==> src/design/tlvf_pkg.sv <==
// Shared types, codes and key length table for the token stream framer.
// No dependencies.
package tlvf_pkg;

  localparam int unsigned NETWORK_NAME_LEN_DEF  = 2;
  localparam int unsigned STATION_NAME_LEN_DEF  = 5;
  localparam int unsigned LOCATION_NAME_LEN_DEF = 2;
  localparam int unsigned CHANNEL_NAME_LEN_DEF  = 3;

  localparam int unsigned PW_PART = 7;
  localparam logic [15:0] DSS_LEN = 16'(3 * PW_PART + 4 + 4 + 1 + 1 + 2 + 2);

  localparam logic [7:0] LAST_FIXED_KEY = 8'd9;
  localparam logic [15:0] POS_MAX       = 16'hFFFF;
  localparam logic [15:0] COUNT_MAX     = 16'hFFFF;

  typedef enum logic [1:0] {
    ERR_NONE         = 2'd0,
    ERR_UNKNOWN_KEY  = 2'd1,
    ERR_TRUNCATED    = 2'd2,
    ERR_SHORT_LENGTH = 2'd3
  } err_e;

  typedef enum logic [3:0] {
    PH_KEY   = 4'b0001,
    PH_LEN_A = 4'b0010,
    PH_LEN_B = 4'b0100,
    PH_BODY  = 4'b1000
  } phase_e;

  typedef struct packed {
    logic [7:0] data_byte;
    logic       block_last;
  } word_t;

  typedef struct packed {
    logic [7:0]  token_key;
    logic [15:0] body_index;
    logic        is_key;
    logic        token_end;
    logic        variable_length;
    logic [15:0] token_length;
    err_e        error_code;
    logic [15:0] token_count;
  } result_t;

  // Body length of a fixed key 1..9; len2, len7, len8 follow the name lengths.
  function automatic logic [15:0] fixed_len(logic [3:0] k, logic [15:0] len2,
                                            logic [15:0] len7, logic [15:0] len8);
    logic [15:0] r;
    unique case (k)
      4'd1:                r = 16'd1;
      4'd2:                r = len2;
      4'd3, 4'd5, 4'd9:    r = 16'd2;
      4'd4:                r = DSS_LEN;
      4'd6:                r = 16'd16;
      4'd7:                r = len7;
      4'd8:                r = len8;
      default:             r = 16'd0;
    endcase
    return r;
  endfunction

endpackage

==> src/design/tlvf_skid.sv <==
// Two-entry input buffer with a registered stall for the token stream framer.
// Depends on tlvf_pkg.
module tlvf_skid (
  input  logic          clk_i,
  input  logic          rst_ni,
  input  logic          in_valid_i,
  input  tlvf_pkg::word_t in_word_i,
  output logic          in_stall_o,
  output logic          head_valid_o,
  output tlvf_pkg::word_t head_word_o,
  input  logic          pop_i
);

  logic            head_valid_q, head_valid_d;
  logic            spare_valid_q, spare_valid_d;
  tlvf_pkg::word_t head_q, head_d;
  tlvf_pkg::word_t spare_q, spare_d;
  logic            accept;

  assign in_stall_o   = spare_valid_q;
  assign accept       = in_valid_i && !spare_valid_q;
  assign head_valid_o = head_valid_q;
  assign head_word_o  = head_q;

  always_comb begin
    head_valid_d  = head_valid_q;
    spare_valid_d = spare_valid_q;
    head_d        = head_q;
    spare_d       = spare_q;
    if (spare_valid_q) begin
      // no accept possible; refill head from the spare on pop
      if (pop_i) begin
        head_d        = spare_q;
        spare_valid_d = 1'b0;
      end
    end else if (accept) begin
      if (head_valid_q && !pop_i) begin
        spare_d       = in_word_i;
        spare_valid_d = 1'b1;
      end else begin
        head_d       = in_word_i;
        head_valid_d = 1'b1;
      end
    end else if (pop_i) begin
      head_valid_d = 1'b0;
    end
  end

  always_ff @(posedge clk_i or negedge rst_ni) begin
    if (!rst_ni) begin
      head_valid_q  <= 1'b0;
      spare_valid_q <= 1'b0;
    end else begin
      head_valid_q  <= head_valid_d;
      spare_valid_q <= spare_valid_d;
    end
  end

  always_ff @(posedge clk_i) begin
    head_q  <= head_d;
    spare_q <= spare_d;
  end

endmodule

==> src/design/tlvf_core.sv <==
// Token decode, framing state and result register of the token stream framer.
// Depends on tlvf_pkg.
module tlvf_core #(
  parameter int unsigned NETWORK_NAME_LEN  = tlvf_pkg::NETWORK_NAME_LEN_DEF,
  parameter int unsigned STATION_NAME_LEN  = tlvf_pkg::STATION_NAME_LEN_DEF,
  parameter int unsigned LOCATION_NAME_LEN = tlvf_pkg::LOCATION_NAME_LEN_DEF,
  parameter int unsigned CHANNEL_NAME_LEN  = tlvf_pkg::CHANNEL_NAME_LEN_DEF
) (
  input  logic              clk_i,
  input  logic              rst_ni,
  input  logic              word_valid_i,
  input  tlvf_pkg::word_t   word_i,
  output logic              pop_o,
  output logic              out_valid_o,
  input  logic              out_stall_i,
  output tlvf_pkg::result_t result_o
);

  localparam logic [15:0] Len2 = 16'(NETWORK_NAME_LEN + STATION_NAME_LEN);
  localparam logic [15:0] Len7 = 16'(2 * (LOCATION_NAME_LEN + CHANNEL_NAME_LEN));
  localparam logic [15:0] Len8 = 16'(LOCATION_NAME_LEN + CHANNEL_NAME_LEN + 3);

  tlvf_pkg::phase_e phase_q, phase_d;
  logic [7:0]  key_q, key_d;
  logic [15:0] left_q, left_d;
  logic [15:0] pos_q, pos_d;
  logic [7:0]  lenh_q, lenh_d;
  logic [15:0] blen_q, blen_d;
  logic [15:0] count_q, count_d;
  logic        out_valid_q;
  tlvf_pkg::result_t res_q, res_d;

  logic        fire;
  logic [7:0]  b;
  logic        is_key;
  logic        tok_end;
  tlvf_pkg::err_e err;
  logic        have_len;
  logic [15:0] len;
  logic [15:0] fs;
  logic [15:0] count_out;

  // Advance when the result register is free or being drained.
  assign fire        = word_valid_i && (!out_valid_q || !out_stall_i);
  assign pop_o       = fire;
  assign out_valid_o = out_valid_q;
  assign result_o    = res_q;
  assign b           = word_i.data_byte;

  always_comb begin
    phase_d   = phase_q;
    key_d     = key_q;
    left_d    = left_q;
    pos_d     = pos_q;
    lenh_d    = lenh_q;
    blen_d    = blen_q;
    is_key    = 1'b0;
    tok_end   = 1'b0;
    err       = tlvf_pkg::ERR_NONE;
    have_len  = 1'b0;
    len       = 16'd0;
    fs        = 16'd0;
    count_out = count_q;

    unique case (phase_q)
      tlvf_pkg::PH_KEY: begin
        key_d  = b;
        is_key = 1'b1;
        pos_d  = 16'd0;
        blen_d = 16'd0;
        lenh_d = 8'd0;
        left_d = 16'd0;
        if (b == 8'd0) begin
          tok_end = 1'b1;
        end else if (b[7]) begin
          phase_d = tlvf_pkg::PH_LEN_A;
        end else if (b <= tlvf_pkg::LAST_FIXED_KEY) begin
          blen_d  = tlvf_pkg::fixed_len(b[3:0], Len2, Len7, Len8);
          left_d  = blen_d;
          phase_d = tlvf_pkg::PH_BODY;
        end else begin
          err     = tlvf_pkg::ERR_UNKNOWN_KEY;
          tok_end = 1'b1;
        end
      end
      tlvf_pkg::PH_LEN_A: begin
        pos_d = 16'd1;
        if (key_q[6]) begin
          lenh_d  = b;
          phase_d = tlvf_pkg::PH_LEN_B;
        end else begin
          len      = {8'd0, b};
          fs       = 16'd1;
          have_len = 1'b1;
        end
      end
      tlvf_pkg::PH_LEN_B: begin
        pos_d    = 16'd2;
        len      = {lenh_q, b};
        fs       = 16'd2;
        have_len = 1'b1;
      end
      tlvf_pkg::PH_BODY: begin
        if (pos_q != tlvf_pkg::POS_MAX) begin
          pos_d = pos_q + 16'd1;
        end
        if (left_q <= 16'd1) begin
          left_d  = 16'd0;
          tok_end = 1'b1;
        end else begin
          left_d = left_q - 16'd1;
        end
      end
      default: begin
        phase_d = tlvf_pkg::PH_KEY;
      end
    endcase

    if (have_len) begin
      blen_d = len;
      if (len < fs) begin
        err     = tlvf_pkg::ERR_SHORT_LENGTH;
        tok_end = 1'b1;
      end else if (len == fs) begin
        tok_end = 1'b1;
      end else begin
        left_d  = len - fs;
        phase_d = tlvf_pkg::PH_BODY;
      end
    end

    if (tok_end) begin
      phase_d = tlvf_pkg::PH_KEY;
      if (err != tlvf_pkg::ERR_UNKNOWN_KEY && count_q != tlvf_pkg::COUNT_MAX) begin
        count_out = count_q + 16'd1;
      end
    end else if (word_i.block_last) begin
      err = tlvf_pkg::ERR_TRUNCATED;
    end

    res_d.token_key       = key_d;
    res_d.body_index      = pos_d;
    res_d.is_key          = is_key;
    res_d.token_end       = tok_end;
    res_d.variable_length = key_d[7];
    res_d.token_length    = blen_d;
    res_d.error_code      = err;
    res_d.token_count     = count_out;

    count_d = count_out;
    // Block end: restart framing and the token count.
    if (word_i.block_last) begin
      phase_d = tlvf_pkg::PH_KEY;
      count_d = 16'd0;
      left_d  = 16'd0;
    end
  end

  always_ff @(posedge clk_i or negedge rst_ni) begin
    if (!rst_ni) begin
      phase_q     <= tlvf_pkg::PH_KEY;
      key_q       <= 8'd0;
      left_q      <= 16'd0;
      pos_q       <= 16'd0;
      lenh_q      <= 8'd0;
      blen_q      <= 16'd0;
      count_q     <= 16'd0;
      out_valid_q <= 1'b0;
    end else begin
      if (fire) begin
        phase_q <= phase_d;
        key_q   <= key_d;
        left_q  <= left_d;
        pos_q   <= pos_d;
        lenh_q  <= lenh_d;
        blen_q  <= blen_d;
        count_q <= count_d;
      end
      if (fire) begin
        out_valid_q <= 1'b1;
      end else if (!out_stall_i) begin
        out_valid_q <= 1'b0;
      end
    end
  end

  always_ff @(posedge clk_i) begin
    if (fire) begin
      res_q <= res_d;
    end
  end

endmodule

==> src/design/tlv_token_stream_framer_top.sv <==
// Top level of the type-length-value token stream framer.
// Depends on tlvf_pkg, tlvf_skid and tlvf_core.
//
// Usage:
//   Input channel: one block byte per word (data_byte_i, block_last_i) under
//   in_valid_i / in_stall_o. Output channel: one tagged result word per input
//   word under out_valid_o / out_stall_i. A word moves on a rising edge with
//   valid high and stall low.
//   Path: an accepted byte is registered in the input buffer, then its result
//   is registered in the result register, from which it leaves the block.
//   Throughput: one byte per cycle sustained while out_stall_i is low; the per-byte
//   decode and counter updates are combinational between the input buffer and the result register.
//   in_stall_o comes straight from a flop (the buffer's spare entry), so the
//   input side never sees a combinational path from out_stall_i.
//   Receiver stall: the result register holds its word, the input buffer
//   absorbs bytes until both its entries are full and then raises in_stall_o.
//   Reset: rst_ni low clears both buffers and the framing state; the block
//   then expects a key byte with a token count of zero.
//   Block end: block_last_i on a byte returns the framer to key expectation
//   and clears the token count for the next block.
module tlv_token_stream_framer_top #(
  parameter int unsigned NETWORK_NAME_LEN  = tlvf_pkg::NETWORK_NAME_LEN_DEF,
  parameter int unsigned STATION_NAME_LEN  = tlvf_pkg::STATION_NAME_LEN_DEF,
  parameter int unsigned LOCATION_NAME_LEN = tlvf_pkg::LOCATION_NAME_LEN_DEF,
  parameter int unsigned CHANNEL_NAME_LEN  = tlvf_pkg::CHANNEL_NAME_LEN_DEF
) (
  input  logic        clk_i,
  input  logic        rst_ni,
  input  logic        in_valid_i,
  output logic        in_stall_o,
  input  logic [7:0]  data_byte_i,
  input  logic        block_last_i,
  output logic        out_valid_o,
  input  logic        out_stall_i,
  output logic [7:0]  token_key_o,
  output logic [15:0] body_index_o,
  output logic        is_key_o,
  output logic        token_end_o,
  output logic        variable_length_o,
  output logic [15:0] token_length_o,
  output logic [1:0]  error_code_o,
  output logic [15:0] token_count_o
);

  tlvf_pkg::word_t   in_word;
  tlvf_pkg::word_t   head_word;
  tlvf_pkg::result_t result;
  logic              head_valid;
  logic              pop;

  assign in_word.data_byte  = data_byte_i;
  assign in_word.block_last = block_last_i;

  // Input buffer: registered stall, holds up to two bytes.
  tlvf_skid u_skid (
    .clk_i        (clk_i),
    .rst_ni       (rst_ni),
    .in_valid_i   (in_valid_i),
    .in_word_i    (in_word),
    .in_stall_o   (in_stall_o),
    .head_valid_o (head_valid),
    .head_word_o  (head_word),
    .pop_i        (pop)
  );

  // Decode and framing state; result register drives the output channel.
  tlvf_core #(
    .NETWORK_NAME_LEN  (NETWORK_NAME_LEN),
    .STATION_NAME_LEN  (STATION_NAME_LEN),
    .LOCATION_NAME_LEN (LOCATION_NAME_LEN),
    .CHANNEL_NAME_LEN  (CHANNEL_NAME_LEN)
  ) u_core (
    .clk_i        (clk_i),
    .rst_ni       (rst_ni),
    .word_valid_i (head_valid),
    .word_i       (head_word),
    .pop_o        (pop),
    .out_valid_o  (out_valid_o),
    .out_stall_i  (out_stall_i),
    .result_o     (result)
  );

  // Unpack the result word onto the field ports.
  assign token_key_o       = result.token_key;
  assign body_index_o      = result.body_index;
  assign is_key_o          = result.is_key;
  assign token_end_o       = result.token_end;
  assign variable_length_o = result.variable_length;
  assign token_length_o    = result.token_length;
  assign error_code_o      = result.error_code;
  assign token_count_o     = result.token_count;

endmodule

==> config.mk <==
export PLATFORM = sky130hd
export DESIGN_NAME = tlv_token_stream_framer_top
export DESIGN_NICKNAME = d
export VERILOG_FILES = /design/src/design/tlvf_pkg.sv /design/src/design/tlvf_skid.sv /design/src/design/tlvf_core.sv /design/src/design/tlv_token_stream_framer_top.sv
export SDC_FILE = /design/constraint.sdc
export NUM_CORES = 1
export LEC_CHECK = 0
export ABC_AREA = 1
export BUFFER_PORTS_ARGS = -buffer_cell sky130_fd_sc_hd__buf_2
export CELL_PAD_IN_SITES_DETAIL_PLACEMENT = 0
export CELL_PAD_IN_SITES_GLOBAL_PLACEMENT = 1
export CORE_MARGIN = 2
export CORE_UTILIZATION = 40
export DETAILED_ROUTE_END_ITERATION = 10
export GPL_TIMING_DRIVEN = 0
export PLACE_DENSITY = 0.8
export SYNTH_ARGS = -nofsm -noshare
export SYNTH_HDL_FRONTEND = slang
export SYNTH_SLANG_ARGS = --single-unit
==> constraint.sdc <==
create_clock -name clk_i -period 4.5 [get_ports clk_i]
set_clock_uncertainty 0.2 [all_clocks]
set_input_delay 0.225 -clock clk_i [delete_from_list [all_inputs] [get_ports clk_i]]
set_output_delay 0.225 -clock clk_i [all_outputs]
set_load 0.01 [all_outputs]
### Word level (Yosys, flattened, before mapping)

Memory sizes are Yosys's and may differ from the RTL's. A register that Yosys moved wholly into a read port is not among the register bits.
Cells that the tools add are included.

| cells by class | value |
|---|---|
| add/subtract/negate cells | 4 |
| $lt $le $gt $ge | 3 |
| equal/unequal tests | 13 |
| multiplexer cells | 66 |
| bitwise gates (word level) | 1 |
| reduce and logical (&&, ||, !) cells | 18 |

Operators with widths:

| cell | number |
|---|---|
| 2-to-1 mux 16 bit | 14 |
| one-hot mux 16 bit (2 select lines) | 3 |
| one-hot mux 16 bit (4 select lines) | 1 |
| 2-to-1 mux 4 bit | 10 |
| 2-to-1 mux 9 bit | 4 |
| adder 16 x 1 -> 16 bit, second input constant | 2 |
| inequality test 16 bit, second input constant | 2 |
| 2-to-1 mux 8 bit | 3 |
| 2-to-1 mux 1 bit | 20 |
| == test 16 bit | 1 |
| <= comparator 16 x 1 -> 1 bit, second input constant | 1 |
| less-than comparator 16 bit | 1 |
| one-hot mux 8 bit (2 select lines) | 1 |
| subtractor 16 x 1 -> 16 bit, second input constant | 1 |
| subtractor 16 bit | 1 |
| 2-to-1 mux 2 bit | 7 |
| one-hot mux 4 bit (3 select lines) | 1 |
| AND reduction 3 bit | 4 |
| inequality test 2 x 1 -> 1 bit, second input constant | 5 |
| <= comparator 8 x 4 -> 1 bit, second input constant | 1 |
| logical NOT 8 bit | 1 |
| nonzero test 2 bit | 3 |
| == test 4 x 1 -> 1 bit, second input constant | 1 |
| == test 4 x 2 -> 1 bit, second input constant | 1 |
| 9 further kinds | 16 |

| storage, ports and cells | value |
|---|---|
| register bits | 166 |
| bits in read-only memories | 96 |
| input port bits | 13 |
| output and inout port bits | 63 |
| word-level logic and storage cells | 128 |
| memories | 1 |

Memory list:

| memory | depth | width | read ports | clocked after Yosys merged registers in | write ports | RTL line | source |
|---|---|---|---|---|---|---|---|
| (name not given) | 16 | 6 | 1 | 1 | 0 | tlvf_pkg.sv:51 | `unique case (k)` |

### Longest topological paths before layout

Gate-level depths: netlist of the first run.

| logic depth | value |
|---|---|
| word-level depth | 12 |
| depth in mapped cells | 20 |
| depth with buffers taken out | 18 |

### Hierarchy

From an unflattened synthesis of the first run, not the netlist that was laid out.

| unflattened totals | value |
|---|---|
| cells, all modules | 1150 |
| area, all modules | 9175.0 um^2 |

Modules (own cells, without submodules):

| module | instances | cells an instance | area each (um^2) | sequential area each (um^2) |
|---|---|---|---|---|
| tlvf_core | 1 | 1085 | 8399.3 | 3930.0 |
| tlvf_skid | 1 | 65 | 775.7 | 590.6 |

### Worst setup path after synthesis of the first run

OpenSTA, ideal clock, no wires.

| timing path | value |
|---|---|
| path kind | register to register |
| start | reg u_core.out_valid_q, in the netlist u_core.out_valid_o |
| end | reg u_core.res_q (netlist bit u_core.result_o[0]), enable pin |
| data arrival time | 2.823 ns |
| data required time | 3.852 ns |
| path slack | 1.030 ns |
| cell stages (with the launch flop) | 6 |
| buffers on the path | 2 |
| clock period less this slack | 3.470 ns |
| path through | dfrtp_1 > nand2_1 > inv_1 > nor2_1 > clkbuf_1 > clkbuf_1 |

| on the way | value |
|---|---|
| cells in the longest elaborated chain, start to end | 3 |

RTL lines:

| element | RTL line | source |
|---|---|---|
| from (decl) | tlvf_core.sv:30 | `logic out_valid_q;` |
| from (signal assigned) | tlvf_core.sv:168 | `out_valid_q <= 1'b0;` |
| from (signal assigned) | tlvf_core.sv:180 | `out_valid_q <= 1'b1;` |
| from (signal assigned) | tlvf_core.sv:182 | `out_valid_q <= 1'b0;` |
| logical NOT 1 bit | tlvf_core.sv:44 | `assign fire = word_valid_i && (!out_valid_q \|\| !out_stall_i);` |
| logical OR 1 bit | tlvf_core.sv:44 |  |
| logical AND 1 bit | tlvf_core.sv:44 |  |
| named net pop | tlv_token_stream_framer_top.sv:49 | `logic pop;` |
| to (signal assigned) | tlvf_core.sv:189 | `res_q <= res_d;` |
| to (decl) | tlvf_core.sv:31 | `tlvf_pkg::result_t res_q, res_d;` |

The timed path passes the listed nets, and every way through them passes these cells.
A chain may end at the register's enable or synchronous reset.

### Worst setup path in the final report of the first run

| timing path | value |
|---|---|
| start | reg u_core.phase_q[3] |
| end | reg u_core.left_q[11] |

| on the way | value |
|---|---|
| cells in the longest elaborated chain, start to end | 7 |
| elaborated cells on any way between the ends | 15 |

RTL lines:

| element | RTL line | source |
|---|---|---|
| from (decl) | tlvf_core.sv:23 | `tlvf_pkg::phase_e phase_q, phase_d;` |
| from (signal assigned) | tlvf_core.sv:161 | `phase_q <= tlvf_pkg::PH_KEY;` |
| from (signal assigned) | tlvf_core.sv:171 | `phase_q <= phase_d;` |
| == test 4 x 3 -> 1 bit / == test 4 x 2 -> 1 bit (equally long branches) | tlvf_core.sv:65 | `unique case (phase_q)` |
| one-hot mux 16 bit (2 select lines) | tlvf_core.sv:65 |  |
| subtractor 16 bit / == test 16 bit (equally long branches) | tlvf_core.sv:127, tlvf_core.sv:124 |  |
| 2-to-1 mux 16 bit | tlvf_core.sv:124 | `end else if (len == fs) begin` |
| 2-to-1 mux 16 bit | tlvf_core.sv:121 | `if (len < fs) begin` |
| 2-to-1 mux 16 bit * | tlvf_core.sv:119 | `if (have_len) begin` |
| 2-to-1 mux 16 bit * | tlvf_core.sv:152 | `if (word_i.block_last) begin` |
| to (signal assigned) | tlvf_core.sv:173 | `left_q <= left_d;` |
| to (decl) | tlvf_core.sv:25 | `logic [15:0] left_q, left_d;` |

Mark *: on every way between the ends. The rest lies on a longest branch, timed or not.

==> summary.md, run 1 <==
| Metric | Value |
|---|---|
| Post-cts sizing count | 0 |
| WL per Instance | 15.99 um |
| CP most frequent cell | nor2_4 |
| Synth Net Count | 1210 |
| Post-synth top cells | nand2_1 (352), inv_1 (108), nand3_1 (94), nor2_1 (93), dfrtp_1 (86) |
| #FFs+latches synth | 171 |
| GR peak layer | met2 |
| Largest net degree at the start of global routing | 64 |
| Sequential-to-total area share from yosys stat | 47.56% |
| Crit-path cells | nor2_4, nand2_4, nand2_8, inv_2, buf_2, nor2_1, inv_1, ha_1, fa_1, nand3_2, nor2_4, nand3_4, nand2_2, nor2_4, buf_4, nand3_1, nand2_1, nand2_1 |
| Top_reg_cell synth | dfrtp_1 |
| Max transition margin | 52.68% |
| Vias per cell | 4.991 |
| Grt ovf | 0 |
| Worst Setup Start Kind | flop |
| Slowest CP cell | dfrtp_1 |
| Req. time, crit path | 4.63 ns |
| CTS tree | yes |
| Hold Crit Class | input pin to asynchronous set/reset pin |
| CTS Buf Count | 17 |
| Setup violations, final | 0 |
| Count leader, synth | nand2_1 |
| Initial DRC count | 642 |
| I/O Buffers | 75 |
| Max_cap viols | 0 |
| Fillers | 2436 |
| Largest stage delay, worst path | 0.49 ns |
| Post-DP HPWL | 18860 um |
| CTS Sinks | 171 |
| Num rows | 57 |
| Post-synth EDFFs | 78 |
| Die X | 160.2 um |
| Clock Latency Late Sink | 0.44 ns |
| Area grow syn2layout | 15.76% |
| Seq. cell area | 0.004641 mm2 |
| Reg clk slew, reported paths | 0.07 ns |
| Multi-input logic area | 0.004367 mm2 |
| Crit path setup slack, layout | 0.8410 ns |
| Antenna Cells | 0 |
| I/O Pins | 76 |
| R2R depth | 18 |
| Starting density of the core | 40.48% |
| Place WS | 0.8784 ns |
| Total power | 6100 uW |
| ANT nets after route | 0 |
| Maximum VDD drop | 0.2755 mV |
| All-Layer GR Usage | 20.71% |
| Setup CP Type | flop to flop |
| Critical Path End Type | flop |
| Core Box Area | 0.02411 mm2 |
| Synth Instances | 1186 |
| Post-route insts no fill | 1631 |
| Slew at the pin closest to its max-slew limit | 0.7097 ns |
| Nets | 1318 |
| Share of layout cells above drive strength 1 | 17.98% |
| Outcome | complete, no violations |
| Syn Std Cell Area | 0.009757 mm2 |
| YS warnings | 0 |
| Clk buf depth | 2 |
| Async S/R FF share, synth | 50.88% |
| F_max | 273.3 MHz |
| Depth of the CTS H-tree | 4 |
| RSZ-0062 raised after global routing | no |
| Max FO, Critical Path | 10 |
| Ranking of synthesized cells by area | edfxtp_1 (24%), dfrtp_1 (22%), nand2_1 (14%) |
| Final routed DRC violation total | 0 |
| Met3 usage | 3.247% |
| Area leader, netlist | edfxtp_1 |
| M1 GR Usage | 29.10% |
| Final Max Slew Viols | 0 |
| Via Count | 8141 |
| Tmin final | 3.659 ns |
| Global-route wire length before repair | 41540 um |
| Synth top area share | 24.01% |
| Post-CTS Setup Bufs | 0 |
| Vias in the first global route | 7614 |
| Initial DRT Pass Iterations | 5 |
| Worst Hold Margin | 0.04194 ns |
| RePlAce Congestion | 0.9078 |
| Mean Syn Cell Area | 8.227 um2 |
| Met2 Track Usage GR | 32.86% |
| Clk root buf | clkbuf_16 |
| Final WL | 26080 um |
| Crit path DAT | 3.79 ns |
| Share of the core filled with cells | 46.85% |
| Final hold violation count | 0 |
| Die Area | 0.02566 mm2 |
| Distinct cells, synth | 52 |
| Antenna violations before repair | 0 |
| Hold_buf cts | 12 |
| Final period util | 81.31% |
| Placed cells | 1587 |
| Leakage | 0.005068 uW |
| P per Cell Area | 540.1 mW/mm2 |
| Chip Height | 160.2 um |
==> logic make-up after synthesis <==
group / after synthesis / share of synthesized area [%]
buf+inv: 170 / 7.681
flops: 171 / 47.56
fa+ha+maj: 11 / 1.488
compound gates: 160 / 9.387
xor+xnor: 28 / 2.513
simple gates: 646 / 31.37
==> area by class of cell <==
cell class | count | share of cell area [%]
flip-flops and latches | 171 | 41.09
clock inverters | 13 | 1.141
multi-input cells | 845 | 38.66
clock buffers | 19 | 4.021
repair buffers | 89 | 4.830
inverters | 122 | 4.143
well taps | 324 | 3.589
plain buffers | 48 | 2.526
==> layer usage <==
layer | up-vias | routed length, um
li1 | 4093 | -
met1 | 3822 | 12180
met2 | 194 | 12310
met4 | 0 | 593
met5 | - | 0
met3 | 32 | 988
==> sequential cells by signal (all words and copies together) (netlist names), named ones only <==
| signal | flops |
|---|---|
| u_core.blen_q | 16 |
| u_core.count_q | 16 |
| u_core.key_q | 8 |
| u_core.left_q | 16 |
| u_core.lenh_q | 8 |
| u_core.out_valid_o | 1 |
| u_core.phase_q | 4 |
| u_core.pos_q | 16 |
| u_core.result_o | 60 |
| u_skid.head_valid_o | 1 |
| u_skid.head_word_o | 9 |
| u_skid.in_stall_o | 1 |
| u_skid.spare_q | 9 |
==> worst paths after layout <==
kind | from | slack (ns) | to
hold / removal | rst_ni | 0.04 | u_core.count_q[7]
min in group clk_i | u_core.key_q[1] | 0.28 | u_core.key_q[1]
hold reg to reg | u_core.key_q[1] | 0.28 | u_core.key_q[1]
max in group asynchronous | rst_ni | 3.35 | u_core.phase_q[0]
setup reg to reg | u_core.phase_q[3] | 0.84 | u_core.left_q[11]
setup / recovery | u_core.phase_q[3] | 0.84 | u_core.left_q[11]
==> worst max-delay path, delay by kind of cell, from the launching register on <==
kind | cells | cell delay (ns)
adder cells (fa/ha/maj) | 2 | 0.65
buffers and inverters | 4 | 0.55
flip-flops | 1 | 0.49
AND/OR/NAND/NOR | 12 | 1.63
==> metrics by stage <==
| stage | TNS, ns | cell area [um2] |
|---|---|---|
| final | 0 | 11290 |
| after global routing | 0 | 11290 |
| after CTS | 0 | 11290 |
| after detailed placement | 0 | 10590 |
| after global placement | -13.47 | 10540 |
| after floorplan | 0 | 9757 |
==> placed cells by master, fill, tap and decap left out, types with 17 or more instances in the layout <==
master / count
nand2_1: 352
inv_1: 108
nand3_1: 94
nor2_1: 93
buf_2: 86
dfrtp_1: 86
o21ai_0: 79
edfxtp_1: 78
o21ai_1: 32
nand3_2: 27
xor2_1: 22
nand2_2: 18
clkbuf_1: 18
clkbuf_16: 18
a21oi_1: 17
==> where the power goes <==
part	internal (uW)	total, uW	switching [uW]
Sequential	2090	2270	183
Clock	811	1480	670
Combinational	668	2350	1680
(Power assumes the default switching activity.)
==> run 2, diff against run 1 <==
Settings changed: PLACE_DENSITY 0.8 to 0.82.
Clock period 4.5 ns to 3.3 ns, I/O delays scaled along.
==> summary.md, run 2 (synthesized netlist as in run 1, its figures left out) <==
| Metric | Value |
|---|---|
| Max reg flops | 60 (unchanged) |
| RePlAce Congestion | 0.9138 (+0.66%) |
| Most frequent cells in the layout | nand2_1 (352), inv_1 (108), nor2_1 (93), nand3_1 (91) |
| Vias in the first global route | 7758 (+1.9%) |
| Core Box Area | 0.02411 mm2 (unchanged) |
| CTS tree | yes |
| Setup TNS | 0 ns (unchanged) |
| Hold_sp | data_byte_i[1] |
| I/O Buffers | 75 (unchanged) |
| Antenna Cells | 0 (unchanged) |
| Crit path DAT | 3.10 ns (-0.69 ns) |
| Maximum VDD drop | 0.4353 mV (+58%) |
| F_max | 318.5 MHz (+17%) |
| Initial DRC count | 570 (-11%) |
| Depth of the CTS H-tree | 4 (unchanged) |
| Final period util | 95.15% (+14 points) |
| Post-route insts no fill | 1646 (+0.92%) |
| Fillers | 2462 (+1.1%) |
| Setup CP Type | flop to flop |
| I/O Pins | 76 (unchanged) |
| Worst Hold Margin | 0.2611 ns (+0.2192 ns) |
| Max_cap viols | 0 (unchanged) |
| Critical Path End Type | flop |
| Placed cells | 1587 (unchanged) |
| Initial DRT Pass Iterations | 7 (+2) |
| R2R depth | 17 (-1) |
| Share of layout cells above drive strength 1 | 18.99% (+1.0 points) |
| Final hold violation count | 0 (unchanged) |
| Via Count | 8189 (+0.59%) |
| Chip Height | 160.2 um (unchanged) |
| Max transition margin | 53.02% (+0.33 points) |
| Outcome | complete, no violations |
| Commonest non-fill, non-tap cell in the layout | nand2_1 |
| Leakage | 0.005120 uW (+1.0%) |
| Multi-input logic area | 0.004384 mm2 (+0.40%) |
| Req. time, crit path | 3.26 ns (-1.37 ns) |
| Worst Hold End | u_skid.spare_q[2] |
| Final Cell Area | 0.01140 mm2 (+0.93%) |
| WP buf/inv | 5 (+1) |
| CTS Buf Count | 17 (unchanged) |
| Vias per cell | 4.975 (-0.33%) |
| Worst Setup Start Kind | flop |
| Post-DP HPWL | 18850 um (about the same) |
| Clock Latency Late Sink | 0.43 ns (about the same) |
| Crit-path cells | nor2_4, nand3_2, nand2_8, inv_2, buf_6, nor2_1, inv_1, ha_1, fa_2, nand3_2, nor2_4, nand3_4, nand3_4, buf_8, nand2_2, inv_2, o22ai_2 |
| CTS Sinks | 171 (unchanged) |
| Max FO, Critical Path | 10 (unchanged) |
| Die X | 160.2 um (unchanged) |
| P per Cell Area | 718.0 mW/mm2 (+33%) |
| Critical R2R Capture | u_core.result_o[17] |
| Area grow syn2layout | 16.84% |
| All-Layer GR Usage | 20.81% (+0.095 points) |
| Global-route wire length before repair | 41870 um (+0.78%) |
| ANT nets after route | 0 (unchanged) |
| Final routed DRC violation total | 0 (unchanged) |
| WL per Instance | 15.91 um (-0.51%) |
| Setup violations, final | 0 (unchanged) |
| Reg clk slew, reported paths | 0.07 ns (about the same) |
| Slew at the pin closest to its max-slew limit | 0.7021 ns (-0.007584 ns) |
| Final WL | 26180 um (+0.40%) |
| Placed instance area | 0.01059 mm2 (unchanged) |
| Starting density of the core | 40.48% (unchanged) |
| Slowest CP cell | dfstp_2 |
| Num rows | 57 (unchanged) |
| Final Max Slew Viols | 0 (unchanged) |
| R2R Setup Slk | 0.16 ns (-0.68 ns) |
| Hold Crit Depth | 2 |
| Largest net degree at the start of global routing | 64 (unchanged) |
| CP delay by family, top | simple AND/OR/NAND/NOR gates |
| Clk buf depth | 2 (unchanged) |
| Largest stage delay, worst path | 0.59 ns (+0.10 ns) |
| Antenna violations before repair | 0 (unchanged) |
| Die Area | 0.02566 mm2 (unchanged) |
| Grt ovf | 0 (unchanged) |
| Nets | 1334 (+1.2%) |
| Clk root buf | clkbuf_16 |
| Hold Crit Class | input pin to flop |
| Reg2reg start | u_core.phase_q[0] |
| Seq. cell area | 0.004642 mm2 (about the same) |
| Tmin final | 3.140 ns (-0.5191 ns) |
==> run 2: worst max path at each step <==
| stage | slack [ns] | endpoint | from | depth (start not counted) |
|---|---|---|---|---|
| after floorplan | 0.24 | u_core.left_q[15] | u_core.phase_q[3] | 18 |
| after CTS | 0.02 | u_core.result_o[17] | u_core.phase_q[0] | 17 |
| final | 0.16 | u_core.result_o[17] | u_core.phase_q[0] | 17 |
| after global placement | -0.28 | u_core.left_q[11] | u_core.phase_q[3] | 18 |
| after detailed placement | -0.28 | u_core.left_q[11] | u_core.phase_q[3] | 18 |
| after global routing | -0.0005 | u_core.result_o[17] | u_core.phase_q[0] | 17 |
==> run 2: layer usage <==
layer	vias up	routed length [um]	GRT usage [%]
li1	4125	-	-
met5	-	0	0
met3	40	895	3.039
met4	0	676	7.207
met1	3838	12250	28.15
met2	186	12370	34.32
==> run 2: area by class of cell <==
cell class                      count  share of cell area, %
Sequential cell                   171                  40.72
Multi-Input combinational cell    845                  38.46
Timing Repair Buffer              105                  5.883
Inverter                          122                  4.105
Clock buffer                       19                  3.798
Tap cell                          324                  3.556
Buffer                             48                  2.656
Clock inverter                     12                 0.8232
==> run 2: worst register-to-register path: stages, from the launching register on <==
cell     delay [ns]
dfstp_2        0.59
nor2_4         0.08
nand3_2        0.12
nand2_8        0.09
inv_2          0.11
buf_6          0.16
nor2_1         0.05
inv_1          0.09
ha_1           0.19
fa_2           0.24
nand3_2        0.10
nor2_4         0.17
nand3_4        0.13
nand3_4        0.11
buf_8          0.16
nand2_2        0.10
inv_2          0.10
o22ai_2        0.07
==> run 2: where the power goes <==
group / total, uW / internal (uW) / switching (uW)
logic: 3250 / 940 / 2310
clock network: 1840 / 969 / 870
registers: 3100 / 2850 / 246
total: 8190 / 4760 / 3420
==> run 2: what timing repair did <==
action | CTS | global route
gates cloned | 0 | 1
hold buffers | 14 | 0
endpoints found under the setup margin | 45 | 44
pin swaps | 5 | 2
setup buffers | 8 | 5
gates resized for setup | 3 | 9
endpoints found under the hold margin | 107 | 0
==> run 2: per-stage QoR <==
| step | setup slack [ns] | total power (uW) | utilization, % |
|---|---|---|---|
| floorplan | 0.2391 | 5210 | - |
| global placement | -0.2802 | 6281 | 43.72 |
| detailed placement | -0.2846 | 6332 | 43.94 |
| CTS | 0.02060 | 8227 | 46.98 |
| global route | -0.0004647 | 8697 | 47.29 |
| finish | 0.1601 | 8185 | 47.29 |
==> run 3, diff against run 2 <==
Settings changed: GPL_TIMING_DRIVEN 0 to default.
==> summary.md, run 3 (synthesized netlist as in run 1, its figures left out) <==
| Metric | Value |
|---|---|
| Initial DRC count | 576 (+1.1%) |
| WL per Instance | 15.36 um (-3.4%) |
| Clk root buf | clkbuf_16 |
| Max_cap viols | 0 (unchanged) |
| Maximum VDD drop | 0.9099 mV (+110%) |
| Share of the core filled with cells | 46.28% (-1.0 points) |
| Setup TNS | 0 ns (unchanged) |
| Die X | 160.2 um (unchanged) |
| Met3 usage | 2.961% (-0.078 points) |
| Final period util | 89.86% (-5.3 points) |
| Final routed DRC violation total | 0 (unchanged) |
| M1 GR Usage | 27.81% (-0.34 points) |
| Die Area | 0.02566 mm2 (unchanged) |
| RePlAce Congestion | 0.9492 (+3.9%) |
| Global-route wire length before repair | 40650 um (-2.9%) |
| Reg clk slew, reported paths | 0.06 ns (about the same) |
| Place WS | 0.1497 ns (+0.4343 ns) |
| Area grow syn2layout | 14.35% |
| Clk buf depth | 2 (unchanged) |
| Met2 Track Usage GR | 32.13% (-2.2 points) |
| ANT nets after route | 0 (unchanged) |
| Multi-input logic area | 0.004377 mm2 (-0.17%) |
| All-Layer GR Usage | 19.95% (-0.86 points) |
| Max FO, Critical Path | 23 (+13) |
| Crit path setup slack, layout | 0.3346 ns (+0.1745 ns) |
| Setup CP Type | flop to flop |
| I/O Buffers | 75 (unchanged) |
| CTS Sinks | 171 (unchanged) |
| Post-route insts no fill | 1603 (-2.6%) |
| Clock Latency Late Sink | 0.43 ns (about the same) |
| R2R depth | 15 (-2) |
| Setup violations, final | 0 (unchanged) |
| CTS Buf Count | 17 (unchanged) |
| Vias in the first global route | 7759 (+0.013%) |
| Req. time, crit path | 3.27 ns (about the same) |
| Tmin final | 2.965 ns (-0.1745 ns) |
| Reg2reg start | u_core.phase_q[1] |
| Post-cts sizing count | 0 (-3) |
| Fillers | 2441 (-0.85%) |
| Core Box Area | 0.02411 mm2 (unchanged) |
| F_max | 337.2 MHz (+5.9%) |
| Final hold violation count | 0 (unchanged) |
| Grt ovf | 0 (unchanged) |
| RSZ-0062 raised after global routing | no |
| Final WL | 24630 um (-5.9%) |
| Share of layout cells above drive strength 1 | 17.59% (-1.4 points) |
| I/O Pins | 76 (unchanged) |
| Max transition margin | 55.26% (+2.2 points) |
| Placed instance area | 0.01043 mm2 (-1.5%) |
| Leakage | 0.004979 uW (-2.8%) |
| Depth of the CTS H-tree | 4 (unchanged) |
| Initial DRT Pass Iterations | 6 (-1) |
| Chip Height | 160.2 um (unchanged) |
| Final Max Slew Viols | 0 (unchanged) |
| Worst Setup Start Kind | flop |
| Slew at the pin closest to its max-slew limit | 0.6687 ns (-0.03347 ns) |
| Nets | 1290 (-3.3%) |
| Outcome | complete, no violations |
| P per Cell Area | 718.6 mW/mm2 (about the same) |
| Crit path DAT | 2.94 ns (-0.16 ns) |
| CTS tree | yes |
| GR peak layer | met2 |
| Num rows | 57 (unchanged) |
| Via Count | 8007 (-2.2%) |
| Placed cells | 1555 (-2.0%) |
| Post-DP HPWL | 17620 um (-6.5%) |
| Critical Path End Type | flop |
| Max reg flops | 60 (unchanged) |
| Commonest non-fill, non-tap cell in the layout | nand2_1 |
| Starting density of the core | 40.48% (unchanged) |
| Vias per cell | 4.995 (+0.40%) |
| Seq. cell area | 0.004641 mm2 (about the same) |
| Final Cell Area | 0.01116 mm2 (-2.1%) |
| Largest net degree at the start of global routing | 135 (+110%) |
| Antenna violations before repair | 0 (unchanged) |
| Most frequent cells in the layout | nand2_1 (352), inv_1 (108), nand3_1 (94), nor2_1 (91), dfrtp_1 (86) |
| R2R Setup Slk | 0.33 ns (+0.17 ns) |
| Hold Crit Class | input pin to asynchronous set/reset pin |
| Critical R2R Capture | u_core.result_o[13] |
| Antenna Cells | 0 (unchanged) |
[run 3: changes by cell type in the layout (fill, tap and decap cells not counted), sizes merged]
cell / previous run / this run
buf: 121 / 97
bufinv: 0 / 1
clkbuf: 37 / 21
clkinv: 7 / 4
clkinvlp: 1 / 2
dlygate4sd3: 14 / 12
[run 3: per-stage QoR]
step / hold slack [ns] / total power, uW
after floorplan: -0.3306 / 5210
final: 0.08801 / 8017
after global placement: 0.02139 / 6110
after global routing: 0.1523 / 8561
after CTS: 0.1070 / 8088
after detailed placement: 0.02438 / 6134
[run 3: worst max-delay path by stage]
| stage | to | start | slack [ns] | depth (start not counted) |
|---|---|---|---|---|
| floorplan | u_core.left_q[15] | u_core.phase_q[3] | 0.24 | 18 |
| global placement | u_core.result_o[13] | u_core.phase_q[3] | 0.25 | 15 |
| global route | u_core.left_q[9] | u_core.phase_q[1] | 0.12 | 18 |
| finish | u_core.result_o[13] | u_core.phase_q[1] | 0.33 | 15 |
| CTS | u_core.result_o[13] | u_core.phase_q[3] | 0.14 | 15 |
| detailed placement | u_core.result_o[13] | u_core.phase_q[3] | 0.15 | 15 |
[run 3: worst max-delay path: stages, from the launching register on]
cell and delay [ns]:
dfrtp_1 0.43, nor2_4 0.30, nand2_4 0.11, nand2_8 0.08, inv_2 0.04, nor2_1 0.08
inv_1 0.06, ha_1 0.22, fa_1 0.42, nand3_2 0.12, nor2_4 0.06, nand3_4 0.12
nand3_4 0.12, buf_12 0.19, nand3_1 0.09, nand2_2 0.07
[run 3: layout make-up]
class                   instances  area share, %
flip-flops and latches        171          41.59
repair buffers                109          6.392
clock buffers                  21          3.947
clock inverters                11          1.009
well taps                     324          3.633
inverters                     122          4.194
multi-input cells             845          39.23
[run 3: layer usage]
layer | vias to the layer above | part of all wire, % | routed length (um)
met5 | - | 0 | 0
li1 | 4028 | - | -
met2 | 177 | 46 | 11380
met1 | 3769 | 48 | 11730
met4 | 0 | 2.2 | 541
met3 | 33 | 3.9 | 968
[run 3: where the power goes]
part           total (uW)  switching [uW]  internal, uW
combinational        3010            2180           831
clock                1910             861          1050
sequential           3090             236          2860
total                8020            3280          4740
[run 3: timing repair]
| item | in CTS | in global routing |
|---|---|---|
| endpoints found under the setup margin | 0 | 20 |
| endpoints found under the hold margin | 63 | 0 |
| hold buffers | 12 | 0 |
| buffers inserted | 0 | 4 |
